==> config.mk <==
export PLATFORM = sky130hd
export DESIGN_NAME = ms_ram
export DESIGN_NICKNAME = d
export VERILOG_FILES = /design/src/merge_sorter_macros.svh /design/src/ms_ram.sv
export SDC_FILE = /design/constraint.sdc
export NUM_CORES = 2
export LEC_CHECK = 0
export BUFFER_PORTS_ARGS = -buffer_cell sky130_fd_sc_hd__clkbuf_2
export CORE_MARGIN = 2
export CORE_UTILIZATION = 55
export CTS_BUF_LIST = sky130_fd_sc_hd__clkbuf_16
export DETAILED_ROUTE_END_ITERATION = 6
export PLACE_DENSITY = 0.69
export SKIP_CTS_REPAIR_TIMING = 1
export SYNTH_ARGS = -nofsm -noshare
export SYNTH_HDL_FRONTEND = slang
export SYNTH_SLANG_ARGS = --single-unit
export TNS_END_PERCENT = 100
==> constraint.sdc <==
create_clock -name i_clk -period 7.21 [get_ports i_clk]
set_input_delay 0.721 -clock i_clk [delete_from_list [all_inputs] [get_ports i_clk]]
set_output_delay 0.721 -clock i_clk [all_outputs]
set_load 0.05 [all_outputs]
==> src/merge_sorter_macros.svh <==
// Assertion macros shared by the merge sorter modules.
`ifndef MERGE_SORTER_MACROS_SVH
`define MERGE_SORTER_MACROS_SVH

// The consequent must hold in the same cycle as the antecedent.
`define MS_ASSERT_IMP(label, ante, cons) \
    label: assert property (@(posedge i_clk) disable iff (!i_rst_n) (ante) |-> (cons)) \
        else $error("merge sorter check failed");

// The consequent must hold in the cycle after the antecedent.
`define MS_ASSERT_NEXT(label, ante, cons) \
    label: assert property (@(posedge i_clk) disable iff (!i_rst_n) (ante) |=> (cons)) \
        else $error("merge sorter check failed");

`endif

==> src/ms_ram.sv <==
// Generic synchronous RAM with one write port and two registered read ports.
`timescale 1ns / 1ps

module ms_ram #(
    parameter int unsigned WIDTH = 32,
    parameter int unsigned DEPTH = 64
) (
    input  logic                             i_clk,
    input  logic                             i_we,
    input  logic [$clog2(DEPTH)-1:0]         i_waddr,
    input  logic [WIDTH-1:0]                 i_wdata,
    input  logic [$clog2(DEPTH)-1:0]         i_raddr0,
    input  logic [$clog2(DEPTH)-1:0]         i_raddr1,
    output logic [WIDTH-1:0]                 o_rdata0,
    output logic [WIDTH-1:0]                 o_rdata1
);

    logic [WIDTH-1:0] r_mem [DEPTH];
    logic [WIDTH-1:0] r_rdata0;
    logic [WIDTH-1:0] r_rdata1;

    // Write port and registered reads.
    always_ff @(posedge i_clk) begin
        if (i_we) begin
            r_mem[i_waddr] <= i_wdata;
        end
        r_rdata0 <= r_mem[i_raddr0];
        r_rdata1 <= r_mem[i_raddr1];
    end

    assign o_rdata0 = r_rdata0;
    assign o_rdata1 = r_rdata1;

endmodule

==> flow_summary_export.csv <==
group,metric,value,unit
run_status,status,"finished, final reports clean",
yosys,synthMostInstantiatedCell,"edfxtp_1",
critical_path,required,7.89,ns
yosys,ys_seq_area_share,65.6,%
yosys,netlist-cell-type-count,38,
placement,placedInstanceArea,99300,sq um
sta,slew_headroom,10.3,%
yosys,ys_ff_latch,2112,
yosys,synth.net_count,4464,
floorplanning,initial_utilization,55.2,%
floorplanning,rows,153,
clocking,clock_latency,0.86,ns
floorplanning,coreArea,173000,sq um
route,vias,52959,
clocking,cts_buffers,211,
yosys,synthArstFlopShare,0,%
route,antenna_left,0,
placement,dp_hpwl,157000,microns
clocking,cts_buffer_depth,3,
clocking,clock-root-buffer,"clkbuf_16",
route,drtPass1Iterations,7,
sta,hold_viol,0,
placement,port_buffers,115,
critical_path,crit_type,"input port to flop",
yosys,yosysWarningCount,0,
final_layout,drive_above_1_share,38.1,%
critical_path,worst_setup_path_start_kind,"input port",
global_routing,grt_max_degree,101,
route,first_iter_violations,9172,
clocking,path_clk_slew,0.06,ns
yosys,synth_top_cell_by_area,"edfxtp_1",
yosys,synth_cells,4412,
yosys,synthesis.area,95700,sq um
sta,slew_viol_final,0,
placement,dp_cells,6647,
final_layout,stdcell_count,7048,
clocking,htreeDepth,4,
critical_path,endpoint_kind,"flop",
power_and_ir_drop,total_power,27.0,mW
floorplanning,ios,116,
sta,finalSetupTns,0,ns
final_layout,postLayoutCoreUtil,61.3,%
power_and_ir_drop,p_leak,33.4,nW
global_routing,grt-ovfl-total,0,
clocking,clock_sinks,2112,
final_layout,final_area,106000,sq um
clocking,cts_tree,"yes",
sta,finalCriticalPeriod,3.61,ns
job,maxCapViolations,0,
floorplanning,dieHeight,421,microns
global_routing,antenna_found_initial,24,
sta,tightest_slew,1.35,ns
route,wl,289000,microns
sta,period_share,50.1,%
global_routing,grt_pass1_wl,402000,microns
sta,rsz0062_at_grt,"false",
power_and_ir_drop,power.density,254,nW/um^2
hold_path,worstHoldPathType,"input port to flop",
yosys,avgSynthCellArea,21.7,sq um
sta,clock_skew,0.0274,ns
sta,fmax,277,MHz
yosys,yosys-top-cells-count,"edfxtp_1, mux4_2, mux2i_1",
yosys,synth-edff-count,2048,
yosys,ys.flop_type,"edfxtp_1",
power_and_ir_drop,ir_worst_vdd,0.000218,V
placement,place_congestion,0.828,
critical_path,crit_path_max_fanout,93,
route,wl_per_cell,41.0,microns
critical_path,arrival,4.30,ns
floorplanning,dieWidth,421,microns
final_layout,syn_to_final_growth,11.1,%
final_layout,nets,4587,
route,vias_per_cell,7.51,
global_routing,grt_pass1_vias,51911,
floorplanning,die_area,177000,sq um
yosys,synth_top_cell_area_share,64.3,%
route,drc_errors,0,
sta,final-setup-viol-count,0,
yosys,ys_top_cells_by_area,"edfxtp_1, mux4_2, mux2i_1, dfxtp_1, a22oi_1",
final_layout,nFillCells,11720,
global_routing,track_usage,32.7,%
final cells by class:
type	instances	area [sq um]	share of cell area, %
clock inverters	175	1480	1.40
diodes	10	25.0	0.0236
well taps	2325	2910	2.74
flip-flops and latches	2112	62800	59.1
clock buffers	216	5410	5.09
repair buffers	257	2000	1.89
multi-input cells	1952	31600	29.8
inverters	1	3.75	0.00353
state kept, by name, summed over array words and instances (netlist names):
name      flops
o_rdata1     32
r_mem      2048
o_rdata0     32
cell usage in the layout, fill, tap and decap left out, types with 16 or more instances in the layout:
master and instances:
nor2_4 63, o21ai_0 18, clkbuf_2 105, bufinv_16 26, o21ai_1 31, mux4_2 1124
o22ai_1 56, nor2_1 31, buf_12 23, clkbuf_16 216, dfxtp_1 64, o221ai_1 16
inv_1 42, clkinv_1 47, a22oi_1 85, clkinv_2 41, mux2i_1 204, buf_4 122
nand2_1 92, edfxtp_1 2048, o211ai_1 27, mux2_2 36, a21oi_1 58
power breakdown:
| group | leakage [nW] | switching, mW | total [mW] | internal (mW) |
|---|---|---|---|---|
| sequential | 19.0 | 0.104 | 13.7 | 13.6 |
| combinational | 10.9 | 1.44 | 2.32 | 0.878 |
| clock | 3.53 | 4.69 | 11.0 | 6.33 |
| total | 33.4 | 6.23 | 27.0 | 20.8 |
cells by family after synthesis:
| family | after synthesis | share of synthesized area [%] |
|---|---|---|
| flip-flops | 2112 | 65.6 |
| buffers and inverters | 348 | 1.83 |
| AO/OA/AOI/OAI | 340 | 2.39 |
| multiplexers | 1364 | 29.0 |
| AND/OR/NAND/NOR | 248 | 1.13 |
per-stage QoR:
stage	hold slack (ns)	worst slack, ns
final	0.510	3.60
after floorplan	0.780	3.30
after global placement	0.866	2.87
after global routing	0.507	3.61
after detailed placement	0.906	2.86
after CTS	0.457	3.77
per-layer routing:
metal | track usage, % | wire, microns | vias up
met5 | 0 | 55 | -
met4 | 12.9 | 12500 | 8
met3 | 9.13 | 39500 | 641
met2 | 47.9 | 132000 | 3994
met1 | 47.1 | 105000 | 28534
li1 | - | - | 19782
critical path, cell delays in order:
cell and delay (ns):
buf_8 0.66, buf_12 0.45, buf_12 0.48, mux4_2 0.40, mux2_2 0.27, o211ai_1 0.87
a21oi_1 0.15
worst paths after layout:
check                start            to  slack [ns]  depth (start not counted)
max            i_raddr1[1]  o_rdata1[24]        3.60                          7
min             i_wdata[9]  r_mem[63][9]        0.51                          2
max reg2reg  r_mem[31][16]  o_rdata1[16]        4.54                          4
min reg2reg  r_mem[60][21]  o_rdata1[21]        0.93                          5
No activity file was read; power rests on OpenSTA's default activity.
