## src/merge_sorter_macros.svh

```systemverilog
// Assertion macros shared by the merge sorter modules.
`ifndef MERGE_SORTER_MACROS_SVH
`define MERGE_SORTER_MACROS_SVH

// The consequent must hold in the same cycle as the antecedent.
`define MS_ASSERT_IMP(label, ante, cons) \
    label: assert property (@(posedge i_clk) disable iff (!i_rst_n) (ante) |-> (cons)) \
        else $error("merge sorter check failed");

// The consequent must hold in the cycle after the antecedent.
`define MS_ASSERT_NEXT(label, ante, cons) \
    label: assert property (@(posedge i_clk) disable iff (!i_rst_n) (ante) |=> (cons)) \
        else $error("merge sorter check failed");

`endif

```

## src/ms_pkg.sv

```systemverilog
// Shared constants, types and helpers of the merge sorter.
`timescale 1ns / 1ps

package ms_pkg;

    // Default store capacity and element width.
    localparam int unsigned MAX_ITEMS_DEF = 64;
    localparam int unsigned DATA_W        = 32;

    // Status that the merge engine reports to the top level.
    typedef struct packed {
        logic done;   // one-cycle pulse when the sort has finished
        logic bank;   // bank holding the sorted data: 0 = store, 1 = scratch
    } t_sort_status;

    // Signed less-than on two's complement element words.
    function automatic logic less_signed(input logic [DATA_W-1:0] a,
                                         input logic [DATA_W-1:0] b);
        return $signed(a) < $signed(b);
    endfunction

endpackage

```

## src/ms_merge.sv

```systemverilog
// Bottom-up merge engine that ping-pongs runs between the two banks.
`timescale 1ns / 1ps
`include "merge_sorter_macros.svh"

module ms_merge #(
    parameter int unsigned MAX_ITEMS = ms_pkg::MAX_ITEMS_DEF
) (
    input  logic                              i_clk,
    input  logic                              i_rst_n,
    input  logic                              i_start,
    input  logic [$clog2(MAX_ITEMS+1)-1:0]    i_n,
    output logic [$clog2(MAX_ITEMS)-1:0]      o_raddr0,
    output logic [$clog2(MAX_ITEMS)-1:0]      o_raddr1,
    input  logic [ms_pkg::DATA_W-1:0]         i_rdata0,
    input  logic [ms_pkg::DATA_W-1:0]         i_rdata1,
    output logic                              o_we,
    output logic [$clog2(MAX_ITEMS)-1:0]      o_waddr,
    output logic [ms_pkg::DATA_W-1:0]         o_wdata,
    output ms_pkg::t_sort_status              o_status
);

    localparam int unsigned CW = $clog2(MAX_ITEMS + 1);
    localparam int unsigned AW = $clog2(MAX_ITEMS);
    localparam int unsigned EW = CW + 2;

    localparam logic [1:0] M_IDLE  = 2'd0;
    localparam logic [1:0] M_SEG   = 2'd1;
    localparam logic [1:0] M_PRIME = 2'd2;
    localparam logic [1:0] M_RUN   = 2'd3;

    logic [1:0]                r_state;
    logic                      r_done;
    logic                      r_bank;
    logic [CW-1:0]             r_n;
    logic [CW:0]               r_w;
    logic [CW-1:0]             r_lo;
    logic [CW-1:0]             r_mid;
    logic [CW-1:0]             r_hi;
    logic [CW-1:0]             r_pi;
    logic [CW-1:0]             r_pj;
    logic [CW-1:0]             r_k;
    logic [ms_pkg::DATA_W-1:0] r_head_i;
    logic [ms_pkg::DATA_W-1:0] r_head_j;

    logic [EW-1:0] lo_e;
    logic [EW-1:0] n_e;
    logic [EW-1:0] mid_full;
    logic [EW-1:0] hi_full;
    logic [EW-1:0] w_dbl;
    logic [CW-1:0] seg_mid;
    logic [CW-1:0] seg_hi;
    logic          run_i;
    logic          run_j;
    logic          take_i;
    logic          last_write;
    logic          pass_end;
    logic          pass_final;
    logic [CW-1:0] pi_inc1;
    logic [CW-1:0] pi_inc2;
    logic [CW-1:0] pj_inc1;
    logic [CW-1:0] pj_inc2;

    // Bounds of the next pair of runs, clamped to the element count.
    always_comb begin
        lo_e     = EW'(r_lo);
        n_e      = EW'(r_n);
        mid_full = lo_e + EW'(r_w);
        w_dbl    = EW'(r_w) << 1;
        hi_full  = lo_e + w_dbl;
        seg_mid  = (mid_full < n_e) ? mid_full[CW-1:0] : r_n;
        seg_hi   = (hi_full < n_e) ? hi_full[CW-1:0] : r_n;
    end

    // Merge decision on the two registered run heads.
    always_comb begin
        run_i      = r_pi < r_mid;
        run_j      = r_pj < r_hi;
        take_i     = run_i && (!run_j || ms_pkg::less_signed(r_head_i, r_head_j));
        last_write = ({1'b0, r_k} + (CW+1)'(1)) == {1'b0, r_hi};
        pass_end   = hi_full >= n_e;
        pass_final = w_dbl >= n_e;
        pi_inc1    = r_pi + CW'(1);
        pi_inc2    = r_pi + CW'(2);
        pj_inc1    = r_pj + CW'(1);
        pj_inc2    = r_pj + CW'(2);
    end

    // Read addresses: during a run the port data holds the entry after each head.
    always_comb begin
        case (r_state)
            M_SEG: begin
                o_raddr0 = r_lo[AW-1:0];
                o_raddr1 = seg_mid[AW-1:0];
            end
            M_PRIME: begin
                o_raddr0 = pi_inc1[AW-1:0];
                o_raddr1 = pj_inc1[AW-1:0];
            end
            M_RUN: begin
                o_raddr0 = take_i ? pi_inc2[AW-1:0] : pi_inc1[AW-1:0];
                o_raddr1 = take_i ? pj_inc1[AW-1:0] : pj_inc2[AW-1:0];
            end
            default: begin
                o_raddr0 = r_lo[AW-1:0];
                o_raddr1 = r_mid[AW-1:0];
            end
        endcase
    end

    // One merged element is written to the other bank per run cycle.
    assign o_we     = (r_state == M_RUN);
    assign o_waddr  = r_k[AW-1:0];
    assign o_wdata  = take_i ? r_head_i : r_head_j;
    assign o_status = '{done: r_done, bank: r_bank};

    // Sequencer control.
    always_ff @(posedge i_clk) begin
        if (!i_rst_n) begin
            r_state <= M_IDLE;
            r_done  <= 1'b0;
            r_bank  <= 1'b0;
        end else begin
            r_done <= 1'b0;
            case (r_state)
                M_IDLE: begin
                    if (i_start) begin
                        r_bank <= 1'b0;
                        if (i_n <= CW'(1)) begin
                            r_done <= 1'b1;
                        end else begin
                            r_state <= M_SEG;
                        end
                    end
                end
                M_SEG: begin
                    r_state <= M_PRIME;
                end
                M_PRIME: begin
                    r_state <= M_RUN;
                end
                M_RUN: begin
                    if (last_write) begin
                        if (pass_end) begin
                            r_bank <= ~r_bank;
                            if (pass_final) begin
                                r_state <= M_IDLE;
                                r_done  <= 1'b1;
                            end else begin
                                r_state <= M_SEG;
                            end
                        end else begin
                            r_state <= M_SEG;
                        end
                    end
                end
                default: begin
                    r_state <= M_IDLE;
                end
            endcase
        end
    end

    // Pointers, bounds and run heads.
    always_ff @(posedge i_clk) begin
        case (r_state)
            M_IDLE: begin
                if (i_start) begin
                    r_n  <= i_n;
                    r_lo <= '0;
                    r_w  <= (CW+1)'(1);
                end
            end
            M_SEG: begin
                r_mid <= seg_mid;
                r_hi  <= seg_hi;
                r_pi  <= r_lo;
                r_pj  <= seg_mid;
                r_k   <= r_lo;
            end
            M_PRIME: begin
                r_head_i <= i_rdata0;
                r_head_j <= i_rdata1;
            end
            M_RUN: begin
                r_k <= r_k + CW'(1);
                if (take_i) begin
                    r_pi     <= pi_inc1;
                    r_head_i <= i_rdata0;
                end else begin
                    r_pj     <= pj_inc1;
                    r_head_j <= i_rdata1;
                end
                if (last_write) begin
                    if (pass_end) begin
                        r_lo <= '0;
                        r_w  <= w_dbl[CW:0];
                    end else begin
                        r_lo <= hi_full[CW-1:0];
                    end
                end
            end
            default: begin
                r_k <= r_k;
            end
        endcase
    end

    // A run cycle always has an element left to take.
    `MS_ASSERT_IMP(a_run_has_head, r_state == M_RUN, run_i || run_j)
    // Writes stay inside the current pair of runs.
    `MS_ASSERT_IMP(a_write_in_seg, r_state == M_RUN, r_k < r_hi)
    // Start only arrives while the engine is idle.
    `MS_ASSERT_IMP(a_start_idle, i_start, r_state == M_IDLE)

endmodule

```

## config.mk

```make
export PLATFORM = sky130hd
export DESIGN_NAME = ms_merge
export DESIGN_NICKNAME = d
export VERILOG_FILES = /design/src/ms_pkg.sv /design/src/ms_merge.sv
export VERILOG_INCLUDE_DIRS = /design/src /design/src/src
export SDC_FILE = /design/constraint.sdc
export NUM_CORES = 1
export LEC_CHECK = 0
export BUFFER_PORTS_ARGS = -buffer_cell sky130_fd_sc_hd__buf_4
export CAP_MARGIN = 20
export CORE_MARGIN = 10
export CORE_UTILIZATION = 40
export DETAILED_ROUTE_END_ITERATION = 7
export SLEW_MARGIN = 0
export SYNTH_ARGS = -nofsm -noshare
export SYNTH_HDL_FRONTEND = slang
export SYNTH_SLANG_ARGS = --single-unit
```

## constraint.sdc

```tcl
create_clock -name i_clk -period 5.68 [get_ports i_clk]
set_clock_uncertainty 0.1 [all_clocks]
set_input_delay 1.136 -clock i_clk [delete_from_list [all_inputs] [get_ports i_clk]]
set_output_delay 1.136 -clock i_clk [all_outputs]
set_load 0.05 [all_outputs]
```

==> impl_metrics.csv, run 1 <==
group,metric,value,unit
run_status,status,"finished clean",
global_routing,grt_use_total,16.5,%
cells_and_area,final_cell_mix,"buf_4, edfxtp_1, ha_1",
drt,vias_per_cell,5.41,
clock_tree,cts_root_buffer,"clkbuf_16",
clock_tree,cts.clk_slew.worst_paths,0.06,ns
sta,max_slew_margin,27.6,%
synthesis,synthArstFlopShare,0,%
floorplanning,core.rowCount,51,
sta,final_hold_viol_count,0,
cells_and_area,fill_cells,1773,
global_routing,antenna_found_initial,0,
clock_tree,cts.sinks,125,
drt,routedWlPerCell,19.2,um
critical_path,worstSetupEndpointType,"output port",
critical_path,slowest_delay,0.41,ns
drt,drt_iter0_markers,547,
sta,maxSlewViolCount,0,
drt,antenna_left,0,
critical_path,crit_fanout,6,
floorplanning,die_x,160,um
run,maxCapViolCount,0,
clock_tree,htreeDepth,4,
drt,drt-total-wl,21400,um
synthesis,avgSynthCellArea,11.2,sq um
placement,dp_cells,1072,
critical_path,critical_path.slowest_cell,"fa_1",
global_routing,grt_overflow,0,
synthesis,synth.distinct_cells,70,
clock_tree,cts_tree,"built",
placement,gp_congestion,0.934,
critical_path,start_kind,"flip-flop",
global_routing,grt_max_degree,51,
sta,fin_hold_ws,0.372,ns
clock_tree,clock_latency,0.43,ns
sta,finalSetupViolCount,0,
synthesis,yosysSeqAreaShare,47.2,%
drt,firstDrtPassIters,5,
cells_and_area,stdcell_count,1113,
critical_path,crit_chain,"ha_4, inv_1, fa_1, nor2b_2, o21ai_2, nor3b_1, nor2_1, ha_1, a21oi_1, nor2b_1, o21ai_1, and4b_2, and2_4, mux2_2, a21o_1, o32a_1, buf_4",
critical_path,cp.required,4.44,ns
floorplanning,dieArea,25700,sq um
cells_and_area,final_nets,995,
sta,max_freq,182,MHz
critical_path,cp.buffers_inverters,2,
drt,drc_errors,0,
synthesis,synthCells,703,
global_routing,grt_pass1_vias,6206,
floorplanning,core,19400,sq um
clock_tree,clockBufferDepth,2,
sta,fin_crit,5.51,ns
critical_path,crit_type,"reg2out",
synthesis,yosys_warnings,0,
critical_path,worstPathArrival,4.27,ns
synthesis,synth-edff-count,121,
cells_and_area,layout_commonest_cell,"buf_4",
synthesis,ys_seq_elements,125,
drt,route.vias.total,6017,
cells_and_area,top_regs,"r_head_i (32), r_head_j (32), r_w (8)",
floorplanning,ioPinCount,127,
synthesis,synth_nets,863,
global_routing,grt_pass1_wl,33900,um
floorplanning,start_util,40.6,%
cells_and_area,area_delta_synth_final,24.3,%
placement,port_buffers,126,
synthesis,ys.flop_type,"edfxtp_1",
min_path,worstHoldPathType,"reg2reg",
floorplanning,fp.dieH,160,um
critical_path,path_delay_family,"simple AND/OR/NAND/NOR gates",
cells_and_area,n_antenna_cell,0,
cells_and_area,drive_gt1_share,25.9,%
sta,fin_crit_sh,97.0,%
placement,dp_hpwl,16400,um
synthesis,syn_area,7870,sq um
sta,worst_pin_slew,1.08,ns
clock_tree,cts_made_buffers,17,
[synthesized netlist by cell type (all sizes together), types with 3 or more instances]
cell type | count | share of area, %
nand2b | 7 | 0.56
nand3 | 21 | 1.3
o21a | 10 | 0.95
a22oi | 3 | 0.29
a31oi | 4 | 0.40
dfxtp | 4 | 1.0
inv | 73 | 3.5
o2111ai | 4 | 0.45
a21boi | 3 | 0.29
a211oi | 6 | 0.64
ha | 84 | 13
and2 | 8 | 0.64
a21oi | 51 | 3.2
xor2 | 14 | 1.6
a2111oi | 3 | 0.33
a32oi | 3 | 0.33
and3 | 7 | 0.56
a21o | 8 | 0.76
o21ai | 36 | 2.3
o211ai | 5 | 0.48
and4 | 3 | 0.33
o32a | 3 | 0.38
nor2 | 38 | 1.8
clkbuf | 12 | 0.57
nand4 | 8 | 0.64
buf | 16 | 1.4
nand2 | 34 | 1.7
xnor2 | 15 | 1.7
nor2b | 9 | 0.72
edfxtp | 121 | 46
mux2i | 6 | 0.76
nor3 | 5 | 0.38
nor4 | 5 | 0.40
mux2 | 37 | 5.3
[through the flow]
| stage | instance area [sq um] | util (%) | setup TNS (ns) | setup WS [ns] |
|---|---|---|---|---|
| 6_report | 9780 | 50.4 | 0 | 0.172 |
| 2_1_floorplan | 7870 | - | 0 | 0.369 |
| 4_1_cts | 9650 | 49.7 | 0 | 0.00389 |
| 5_1_grt | 9780 | 50.4 | -0.0310 | -0.0310 |
| 3_5_place_dp | 9060 | 46.7 | 0 | 0.209 |
| 3_3_place_gp | 9060 | 46.7 | 0 | 0.376 |
[tightest hold or removal path, cell delays in order (launching register included)]
cell and delay (ns):
dfxtp_1 0.32, nand2_1 0.05, mux2i_1 0.05
[logic make-up (layout without fill, tap and decap cells)]
kind of cell / count (synthesis) / in the layout / share of synthesized area, %
AND/OR/NAND/NOR: 157 / 157 / 10.4
flip-flops: 125 / 125 / 47.2
AO/OA/AOI/OAI: 160 / 160 / 13.2
buffers and inverters: 101 / 246 / 5.47
adder cells (fa/ha/maj): 86 / 86 / 13.9
XOR/XNOR: 31 / 31 / 3.80
multiplexers: 43 / 43 / 6.06
[cell type report]
cell class              count  area, sq um  share of cell area, %
multi-input cells         477         3780                   38.7
flip-flops and latches    125         3710                   38.0
repair buffers            141         1090                   11.2
clock buffers              18          429                   4.39
well taps                 265          332                   3.39
inverters                  73          274                   2.80
clock inverters            14          158                   1.61
[final timing paths]
check / start / endpoint / slack [ns] / cells past startpoint
max: r_lo[0] / o_raddr1[0] / 0.17 / 17
min reg2reg: r_bank / r_bank / 0.37 / 2
max reg2reg: r_lo[2] / r_w[0] / 1.32 / 13
min: r_bank / r_bank / 0.37 / 2
[routing by layer]
metal,global-route usage (%),part of all wire (%)
met1,21.2,45
met2,26.5,48
met3,4.14,5.9
met4,5.59,1.6
met5,0,0
[repair_timing]
action / 4_1_cts / 5_1_grt
endpoints found under the setup margin: 2 / 5
hold buffers: 0 / 0
pin swaps: 0 / 3
buffers inserted: 0 / 7
endpoints found under the hold margin: 0 / 0
resized for setup: 4 / 8
Power of run 1 is not shown: default switching activity piles up to over one toggle a cycle in this logic, so the estimate is an artifact.
==> inputs of run 2 (changes only) <==
CORE_UTILIZATION = 58   (was 40)
MAX_ROUTING_LAYER = met4   (was default)
PLACE_DENSITY = 0.82   (was default)
==> impl_metrics.csv, run 2 (synthesis results as in run 1) <==
group,metric,value,unit
critical_path,start_kind,"flip-flop",
floorplanning,core,13200,sq um
clock_tree,htreeDepth,4,
clock_tree,cts.clk_slew.worst_paths,0.06,ns
clock_tree,clock_latency,0.43,ns
cells_and_area,stdcell_area,9580,sq um
clock_tree,cts_root_buffer,"clkbuf_16",
placement,detailed_place.area,8940,sq um
global_routing,grt_pass1_vias,6274,
global_routing,grt_pass1_wl,33200,um
critical_path,regToRegSetupSlack,1.16,ns
run,maxCapViolCount,0,
sta,max_slew_margin,33.3,%
sta,worst_pin_slew,0.990,ns
global_routing,grt_max_degree,33,
clock_tree,cts_tree,"built",
floorplanning,ioPinCount,127,
floorplanning,die_x,136,um
global_routing,grt_use_total,23.7,%
floorplanning,core.rowCount,42,
global_routing,grt_overflow,0,
critical_path,worstPathArrival,4.29,ns
cells_and_area,layout_commonest_cell,"buf_4",
sta,maxSlewViolCount,0,
placement,dp_hpwl,16100,um
sta,finalSetupViolCount,0,
placement,port_buffers,126,
sta,fin_crit,5.53,ns
floorplanning,start_util,59.4,%
drt,drc_errors,0,
run_status,status,"finished clean",
cells_and_area,drive_gt1_share,25.4,%
drt,drt-total-wl,21200,um
drt,drt_iter0_markers,588,
critical_path,cp.required,4.44,ns
sta,fin_crit_sh,97.4,%
global_routing,antenna_found_initial,1,
floorplanning,fp.dieH,136,um
sta,setup_tns,0,ns
drt,firstDrtPassIters,5,
drt,route.vias.total,6035,
sta,final_hold_viol_count,0,
drt,antenna_left,0,
critical_path,worstSetupEndpointType,"output port",
cells_and_area,final_nets,991,
cells_and_area,area_delta_synth_final,21.8,%
clock_tree,clockBufferDepth,2,
min_path,worstHoldPathType,"reg2reg",
sta,max_freq,181,MHz
cells_and_area,top_regs,"r_head_i (32), r_head_j (32), r_w (8)",
clock_tree,cts_made_buffers,17,
floorplanning,dieArea,18600,sq um
placement,gp_congestion,0.928,
critical_path,crit_fanout,6,
cells_and_area,final_cell_mix,"buf_4, edfxtp_1, ha_1",
drt,routedWlPerCell,20.8,um
critical_path,crit_type,"reg2out",
clock_tree,cts.sinks,125,
drt,vias_per_cell,5.92,
## run 2: cell count changes in the layout (fill, tap and decap cells not counted), moves of 2 or more
| cell | delta |
|---|---|
| buf_4 | -3 |
| clkbuf_1 | +2 |
| clkinv_2 | +2 |
| inv_6 | -5 |
## run 2: final cells by class
type | instances | area (sq um)
antenna | 1 | 2.50
inverter | 73 | 274
clock inverter | 11 | 120
sequential | 125 | 3710
fill | 943 | 3660
tap | 176 | 220
clock buffer | 20 | 437
multi-input combinational | 477 | 3770
timing repair buffer | 137 | 1040
## run 2: path summary, 6_finish.rpt
| kind | start | to | cells past startpoint |
|---|---|---|---|
| hold reg to reg | r_bank | r_bank | 2 |
| hold / removal | r_bank | r_bank | 2 |
| setup reg to reg | r_w[0] | r_w[0] | 14 |
| setup / recovery | r_w[0] | o_raddr1[0] | 17 |
## run 2: through the flow
step	utilization [%]	hold WS [ns]	std cells	setup slack (ns)
after floorplan	-	0.343	703	0.369
after global placement	67.5	0.354	982	0.335
after detailed placement	67.5	0.371	982	0.276
after CTS	71.7	0.381	1013	0.00212
after global routing	72.4	0.424	1020	-0.0361
final	72.4	0.383	1020	0.150
## run 2: routing by layer
| layer | wire, um | global-route usage [%] | up-vias |
|---|---|---|---|
| li1 | - | - | 2861 |
| met1 | 8520 | 27.4 | 2908 |
| met2 | 10900 | 40.2 | 223 |
| met3 | 1300 | 4.39 | 43 |
| met4 | 453 | 9.11 | 0 |
| met5 | 0 | - | - |
## run 2: worst max-delay path: stages, from the launching register on
cell and delay, ns:
edfxtp_1 0.43, ha_4 0.18, inv_1 0.05, fa_1 0.39, nor2b_1 0.13, o21ai_1 0.11
nor3b_1 0.16, nor2_1 0.24, ha_1 0.30, a21oi_2 0.15, nor2b_1 0.06, o21ai_1 0.11
and4b_2 0.29, and2_4 0.19, mux2_2 0.36, a21o_1 0.18, o32a_1 0.34, buf_4 0.20
## run 2: timing repair
| action | CTS | global route |
|---|---|---|
| gates cloned | 0 | 0 |
| endpoints found under the hold margin | 0 | 0 |
| gates resized for setup | 3 | 8 |
| pin swaps | 0 | 4 |
| setup buffers | 0 | 5 |
| hold buffers | 0 | 0 |
| setup endpoints to repair | 1 | 6 |
Power of run 2 is left out for the same reason.
==> inputs of run 3 (changes only) <==
CORE_UTILIZATION = 59   (was 58)
CTS_BUF_LIST = sky130_fd_sc_hd__clkbuf_8   (was default)
PLACE_DENSITY = 0.83   (was 0.82)
==> impl_metrics.csv, run 3 (synthesis results as in run 1) <==
group,metric,value,unit
clock_tree,clock_latency,0.46,ns
global_routing,antenna_found_initial,0,
cells_and_area,final_nets,991,
clock_tree,cts.sinks,125,
clock_tree,cts_tree,"built",
cells_and_area,final_cell_mix,"buf_4, edfxtp_1, ha_1",
placement,dp_hpwl,16000,um
global_routing,grt_pass1_vias,6241,
cells_and_area,top_regs,"r_head_i (32), r_head_j (32), r_w (8)",
drt,vias_per_cell,6.00,
clock_tree,htreeDepth,4,
placement,port_buffers,126,
critical_path,critical_path.slowest_cell,"edfxtp_1",
floorplanning,fp.dieH,135,um
critical_path,crit_chain,"ha_1, a211oi_1, o21ai_0, a21oi_1, xnor2_1, ha_1, nor2b_1, o21ai_0, and4b_2, and2_4, mux2_2, a21o_1, o32a_1, buf_4",
clock_tree,cts_made_buffers,17,
floorplanning,start_util,59.9,%
critical_path,worstPathArrival,4.27,ns
critical_path,slowest_delay,0.50,ns
cells_and_area,fill_cells,950,
drt,firstDrtPassIters,7,
clock_tree,cts_root_buffer,"clkbuf_8",
drt,drt_iter0_markers,529,
critical_path,start_kind,"flip-flop",
floorplanning,die_x,135,um
sta,final_hold_viol_count,0,
min_path,worstHoldPathType,"reg2reg",
critical_path,crit_fanout,10,
critical_path,path_delay_family,"compound AO/OA/AOI/OAI gates",
sta,worst_pin_slew,1.02,ns
floorplanning,core.rowCount,42,
cells_and_area,layout_commonest_cell,"buf_4",
drt,route.vias.total,6125,
critical_path,crit_type,"reg2out",
global_routing,grt_use_total,24.1,%
critical_path,cp.buffers_inverters,1,
sta,rsz0062_at_grt,"yes",
cells_and_area,n_antenna_cell,0,
sta,finalSetupViolCount,0,
global_routing,grt_pass1_wl,33500,um
sta,maxSlewViolCount,0,
global_routing,grt_max_degree,36,
run_status,status,"finished clean",
drt,drt-total-wl,21300,um
global_routing,grt_overflow,0,
sta,max_slew_margin,32.3,%
drt,routedWlPerCell,20.8,um
cells_and_area,final_util,71.8,%
run,maxCapViolCount,0,
drt,antenna_left,0,
floorplanning,dieArea,18400,sq um
sta,setup_tns,0,ns
clock_tree,cts.clk_slew.worst_paths,0.08,ns
placement,gp_congestion,0.936,
critical_path,worstSetupEndpointType,"output port",
cells_and_area,area_delta_synth_final,19.9,%
floorplanning,ioPinCount,127,
floorplanning,core,13100,sq um
sta,fin_crit_sh,96.9,%
critical_path,cp.required,4.44,ns
cells_and_area,drive_gt1_share,26.3,%
drt,drc_errors,0,
clock_tree,clockBufferDepth,2,
sta,max_freq,182,MHz
sta,fin_crit,5.51,ns
run 3: cell count changes in the layout (fill, tap and decap cells not counted), sizes merged:
cell      delta
inv          +1
diode        -1
clkinv       -1
clkinvlp     +1
run 3: worst paths after layout:
kind              slack, ns     endpoint  startpoint  cells after the start
setup / recovery       0.17  o_raddr1[0]     r_lo[1]                     14
setup reg to reg       1.32       r_w[6]     r_lo[2]                     13
hold / removal         0.37       r_bank      r_bank                      2
hold reg to reg        0.37       r_bank      r_bank                      2
run 3: what timing repair did:
| action | in CTS | in global routing |
|---|---|---|
| pin swaps | 1 | 2 |
| setup buffers | 2 | 2 |
| resized for setup | 4 | 11 |
| setup endpoints to repair | 4 | 6 |
| hold buffers | 0 | 0 |
run 3: layer usage:
metal / global-route usage (%) / part of all wire [%] / wire [um]
met1: 28.5 / 41 / 8670
met2: 39.4 / 49 / 10500
met3: 5.71 / 7.2 / 1530
met4: 9.09 / 2.6 / 561
met5: - / 0 / 0
run 3: metrics by stage:
| stage | hold slack, ns | std cells | cell area [sq um] | setup WS, ns |
|---|---|---|---|---|
| after floorplan | 0.343 | 703 | 7870 | 0.369 |
| after global routing | 0.420 | 1020 | 9430 | -0.0472 |
| final | 0.372 | 1020 | 9430 | 0.174 |
| after detailed placement | 0.362 | 983 | 8940 | 0.196 |
| after global placement | 0.354 | 983 | 8940 | 0.397 |
| after CTS | 0.375 | 1017 | 9370 | 0.0102 |
run 3: layout make-up:
class                           count  area [sq um]  area share, %
Tap cell                          176           220           2.34
Sequential cell                   125          3710           39.4
Inverter                           73           274           2.91
Clock inverter                     12           136           1.45
Clock buffer                       20           275           2.92
Timing Repair Buffer              137          1030           10.9
Multi-Input combinational cell    477          3780           40.1
run 3: tightest hold or removal path, delay by kind of cell, from the launching register on:
family / cells / cell delay (ns)
flip-flops: 1 / 0.33
multiplexers: 1 / 0.05
AND/OR/NAND/NOR: 1 / 0.05
Power of run 3 is left out for the same reason.
